==> src/hdl/hpf_line_buffer.sv <==
`timescale 1ns / 1ps
// ----------------------------------------------------------------------------
// hpf_line_buffer
// One row of heat values: one write port, two registered read ports.
// ----------------------------------------------------------------------------
module hpf_line_buffer #(
  parameter int DEPTH = 256
) (
  input  logic                     clk,
  input  logic                     rd_en,
  input  logic [$clog2(DEPTH)-1:0] rd_addr,
  input  logic [$clog2(DEPTH)-1:0] rd_addr_right,
  input  logic                     wr_en,
  input  logic [$clog2(DEPTH)-1:0] wr_addr,
  input  logic [15:0]              wr_data,
  output logic [15:0]              rd_data,
  output logic [15:0]              rd_data_right
);

  logic [15:0] mem [DEPTH];

  // read returns the old entry when the same address is written
  always_ff @(posedge clk) begin
    if (wr_en) begin
      mem[wr_addr] <= wr_data;
    end
    if (rd_en) begin
      rd_data       <= mem[rd_addr];
      rd_data_right <= mem[rd_addr_right];
    end
  end

endmodule

==> config.mk <==
export PLATFORM = sky130hd
export DESIGN_NAME = hpf_line_buffer
export DESIGN_NICKNAME = d
export VERILOG_FILES = /design/src/hdl/hpf_line_buffer.sv
export SDC_FILE = /design/constraint.sdc
export NUM_CORES = 2
export LEC_CHECK = 0
export ABC_CLOCK_PERIOD_IN_PS = 3400
export BUFFER_PORTS_ARGS = -buffer_cell sky130_fd_sc_hd__buf_2
export CAP_MARGIN = 10
export CORE_ASPECT_RATIO = 0.5
export CORE_MARGIN = 2
export CORE_UTILIZATION = 45
export CTS_CLUSTER_DIAMETER = 200
export DETAILED_ROUTE_END_ITERATION = 7
export PLACE_DENSITY = 0.67
export SYNTH_ARGS = -nofsm -noshare
export SYNTH_HDL_FRONTEND = slang
export SYNTH_SLANG_ARGS = --single-unit
==> constraint.sdc <==
create_clock -name clk -period 3.4 [get_ports clk]
set_clock_uncertainty 0.05 [all_clocks]
set_input_delay 0.17 -clock clk [delete_from_list [all_inputs] [get_ports clk]]
set_output_delay 0.17 -clock clk [all_outputs]
set_load 0.01 [all_outputs]
---- After elaboration in Yosys (flattened, before gate mapping) ----
Memories as Yosys holds them, arrays and structs flattened. A register that Yosys moved wholly into a read port is not among the register bits.
Cells that the tools add are included.
operators by class
  mux-type cells .......................... 2
operators by type and width
  operator           number
  1-bit two-way mux  2
word-level totals
  register bits ........................... 0
  memory bits (writable) .................. 4096
  input bits .............................. 43
  output and inout port bits .............. 32
  memories ................................ 1
memory list
  name  words  width  read ports  clocked after Yosys merged registers in  write ports  line  RTL
  mem   256    16     2           2                                        1            20    logic [15:0] mem [DEPTH];

---- Depth between registers and ports, before layout ----
  depth in word-level cells ............... 2
  depth in mapped cells ................... 13

---- Worst setup path after synthesis ----
Ideal clock, no wire load.
  kind .................................... input to register
  start point ............................. input port rd_addr_right[0]
  end point ............................... register rd_data_right[10], read port of mem, data pin
  library setup time ...................... 0.267 ns
  arrival time ............................ 2.308 ns
  slack ................................... 0.775 ns
  cell stages on the path ................. 8
  cell sequence ........................... buf_4 -> buf_1 -> mux4_2 -> mux4_2 -> a22oi_1 -> nand2_1 -> o31ai_1 -> nor3_1
RTL lines
  element          line  RTL
  start, declared  12    input logic [$clog2(DEPTH)-1:0] rd_addr_right,
  end, declared    17    output logic [15:0] rd_data_right

==> summary.md <==
| Metric | Value |
|---|---|
| Status | finished, violations left |
| Failing checks | setup timing |
| Worst Path Arrival | 4110 ps |
| Share of the yosys chip area belonging to registers | 64.6% |
| Initial core utilization | 45.2% |
| HPWL Detailed | 435 mm |
| Clock Root Buffer | clkbuf_16 |
| CP max FO | 2 |
| Via count | 119,033 |
| Gr ovfl total | 0 |
| Num CTS Buffers | 386 |
| RSZ-0062 raised after global routing | false |
| Gpl congestion | 1.01 |
| Met2 WL post-DR | 293 mm |
| Reg2reg start | mem[63][15] |
| Row cnt | 169 |
| Final setup TNS | -88.5 ps |
| Slew HR | 5.63% |
| Peak VDD IR | 0.000449 V |
| Hold Path Origin | wr_addr[4] |
| Die Area | 0.432 sq mm |
| Pre-Repair DR Iteration Count | 7 |
| CTS H-tree lvls | 5 |
| Slew @ Worst Pin | 1420 ps |
| Top Metal Used | met5 |
| Worst min path class | primary input to flip-flop |
| Vias in the first global route | 116,105 |
| Nets | 11,117 |
| Final setup viols | 1 |
| Largest area contributor in the netlist | edfxtp_1 |
| DRC | 0 |
| PD cells | 501 mW/mm^2 |
| Worst Setup Start Kind | flip-flop |
| # IOs | 75 |
| Leak Pwr | 71.8 nW |
| R2R depth | 6 |
| Top-count cell post-synth | edfxtp_1 |
| First-pass GRT wire length | 912 mm |
| Post-Syn Instances | 10,135 |
| Number of synthesized register bits | 4,128 |
| Max_cap viols | 0 |
| Die height | 466 um |
| Setup ws final | -88.5 ps |
| Share of cells above drive strength 1 | 34.1% |
| Fin area | 0.221 sq mm |
| All-Layer GR Usage | 29.9% |
| Clk sinks | 4,128 |
| Commonest cells in the netlist | edfxtp_1, mux4_2, mux2i_1 |
| Max-slew violation count | 0 |
| CTS clk-pin slew, worst paths | 70 ps |
| Share of synthesized flip-flops with an asynchronous set or reset | 0% |
| Critical path class | flip-flop to flip-flop |
| Post-CTS Setup Bufs | 0 |
| Final core occ | 52.1% |
| Hold Vio Cnt, Final | 0 |
| CP startpoint | mem[63][15] |
| Iter 0 DRT Violations | 20,004 |
| Main synth FF type | edfxtp_1 |
| Final min period | 3490 ps |
| WP data required | 4020 ps |
| Drt total wl | 661 mm |
| Crit. End Element | flip-flop |
| Yosys cell types | 58 |
| Port bufs | 74 |
| R2R Path End | rd_data_right[15] |
| P&R area growth vs syn | 15.2% |
| Syn nets | 10,178 |
| Syn_area_per_cell | 18.9 sq um |
| Die X | 928 um |
| Wire per inst | 38.8 um |
| Core area | 0.424 sq mm |
| Initial antenna violation count | 46 |
| Cell area after synthesis | 0.192 sq mm |
| Synth area leaders | edfxtp_1, mux4_2, mux2i_1 |
| WL met3 | 93.3 mm |
| R2r setup slk | -90 ps |
| Final Cycle Share | 103% |
| Clock Latency Late Sink | 980 ps |
| CTS tree | yes |
| Post-DP Area | 0.208 sq mm |
| DRT met1 WL | 232 mm |
| # fillers | 32,924 |
| Post-synth EDFFs | 4,128 |
| YS warnings | 0 |
| CP endpoint | rd_data_right[15] |
| Antenna-violating nets left | 0 |
| Fmax | 0.287 GHz |
| Largest net degree at the start of global routing | 130 |
| Yosys top cell area share | 64.6% |
| Via density | 6.98 |
| CTS Buffer Depth | 4 |
per-stage QoR:
step | power (mW) | worst slack, ps | hold WS, ps | instances
2_1_floorplan | 62.5 | 775 | 219 | 10135
3_3_place_gp | 67.4 | -958 | 485 | 16301
3_5_place_dp | 67.5 | -783 | 487 | 16304
4_1_cts | 111 | 17.6 | 4.40 | 17020
5_1_grt | 113 | 8.42 | 65.0 | 17032
6_report | 111 | -88.5 | 65.6 | 17059
flip-flops by register name, indices dropped and copies added, names as in the netlist:
signal,count
rd_data_right,16
mem,4096
rd_data,16
kinds of logic (layout without fill, tap and decap cells):
logic type,after synthesis,count (layout),synth area share [%]
flip-flops,4128,4128,64.6
AO/OA/AOI/OAI,1414,1414,5.39
buffers and inverters,856,2101,2.46
multiplexers,2709,2709,25.1
other,0,36,0
AND/OR/NAND/NOR,1028,1028,2.42
power by group:
part / leakage, nW / internal (mW) / total (mW) / switching [mW]
Sequential: 37.1 / 56.1 / 56.3 / 0.185
Clock: 6.06 / 24.3 / 44.0 / 19.7
Combinational: 28.6 / 4.04 / 10.4 / 6.41
Total: 71.8 / 84.4 / 111 / 26.3
worst max-delay path, stage by stage, from the launching register on:
cell	delay, ps
edfxtp_1	390
mux4_2	470
mux4_2	530
a22oi_1	570
nand2_1	230
o31ai_2	850
nor3_1	100
repair_timing:
action                     4_1_cts  5_1_grt
setup endpoints to repair        2        2
resized for setup                2        2
gates cloned                     0        0
hold buffers                    22        0
hold endpoints to repair      1845        0
final cells by class:
cell class                 count  area (sq um)  share of cell area (%)
tap                         5643          7060                    3.19
clock buffer                 463         10000                    4.53
timing repair buffer        1401         13500                    6.09
sequential                  4128        124000                    56.1
clock inverter               231          2370                    1.07
antenna                       36          90.1                  0.0408
inverter                       6          41.3                  0.0187
multi-input combinational   5151         64000                    29.0
placed cells by master (no fill, tap or decap), types with 85 or more instances in the layout:
cell / count
nor2_1: 131
nor3_1: 184
clkbuf_16: 389
buf_12: 228
buf_4: 1078
clkinv_1: 85
a21oi_1: 210
a22oi_1: 119
nand2_1: 254
mux2i_1: 1021
mux4_2: 1688
edfxtp_1: 4128
nor2_2: 220
o22ai_1: 281
o221ai_1: 418
worst min-delay path by stage:
stage                              to  slack [ps]  depth (start not counted)
final                     mem[55][15]          70                          4
after floorplan             mem[0][0]         220                          0
after global routing       mem[45][8]          70                          5
after CTS                 mem[45][12]           4                          5
after global placement    mem[178][7]         490                          1
after detailed placement  mem[178][7]         490                          1
routing by layer:
metal  vias up  track usage, %
met1     62249            39.5
met2      9197            44.7
met5         -               0
met3      1644            9.51
li1      45921               -
met4        22            15.9
Power figures use the tool's default switching activity.
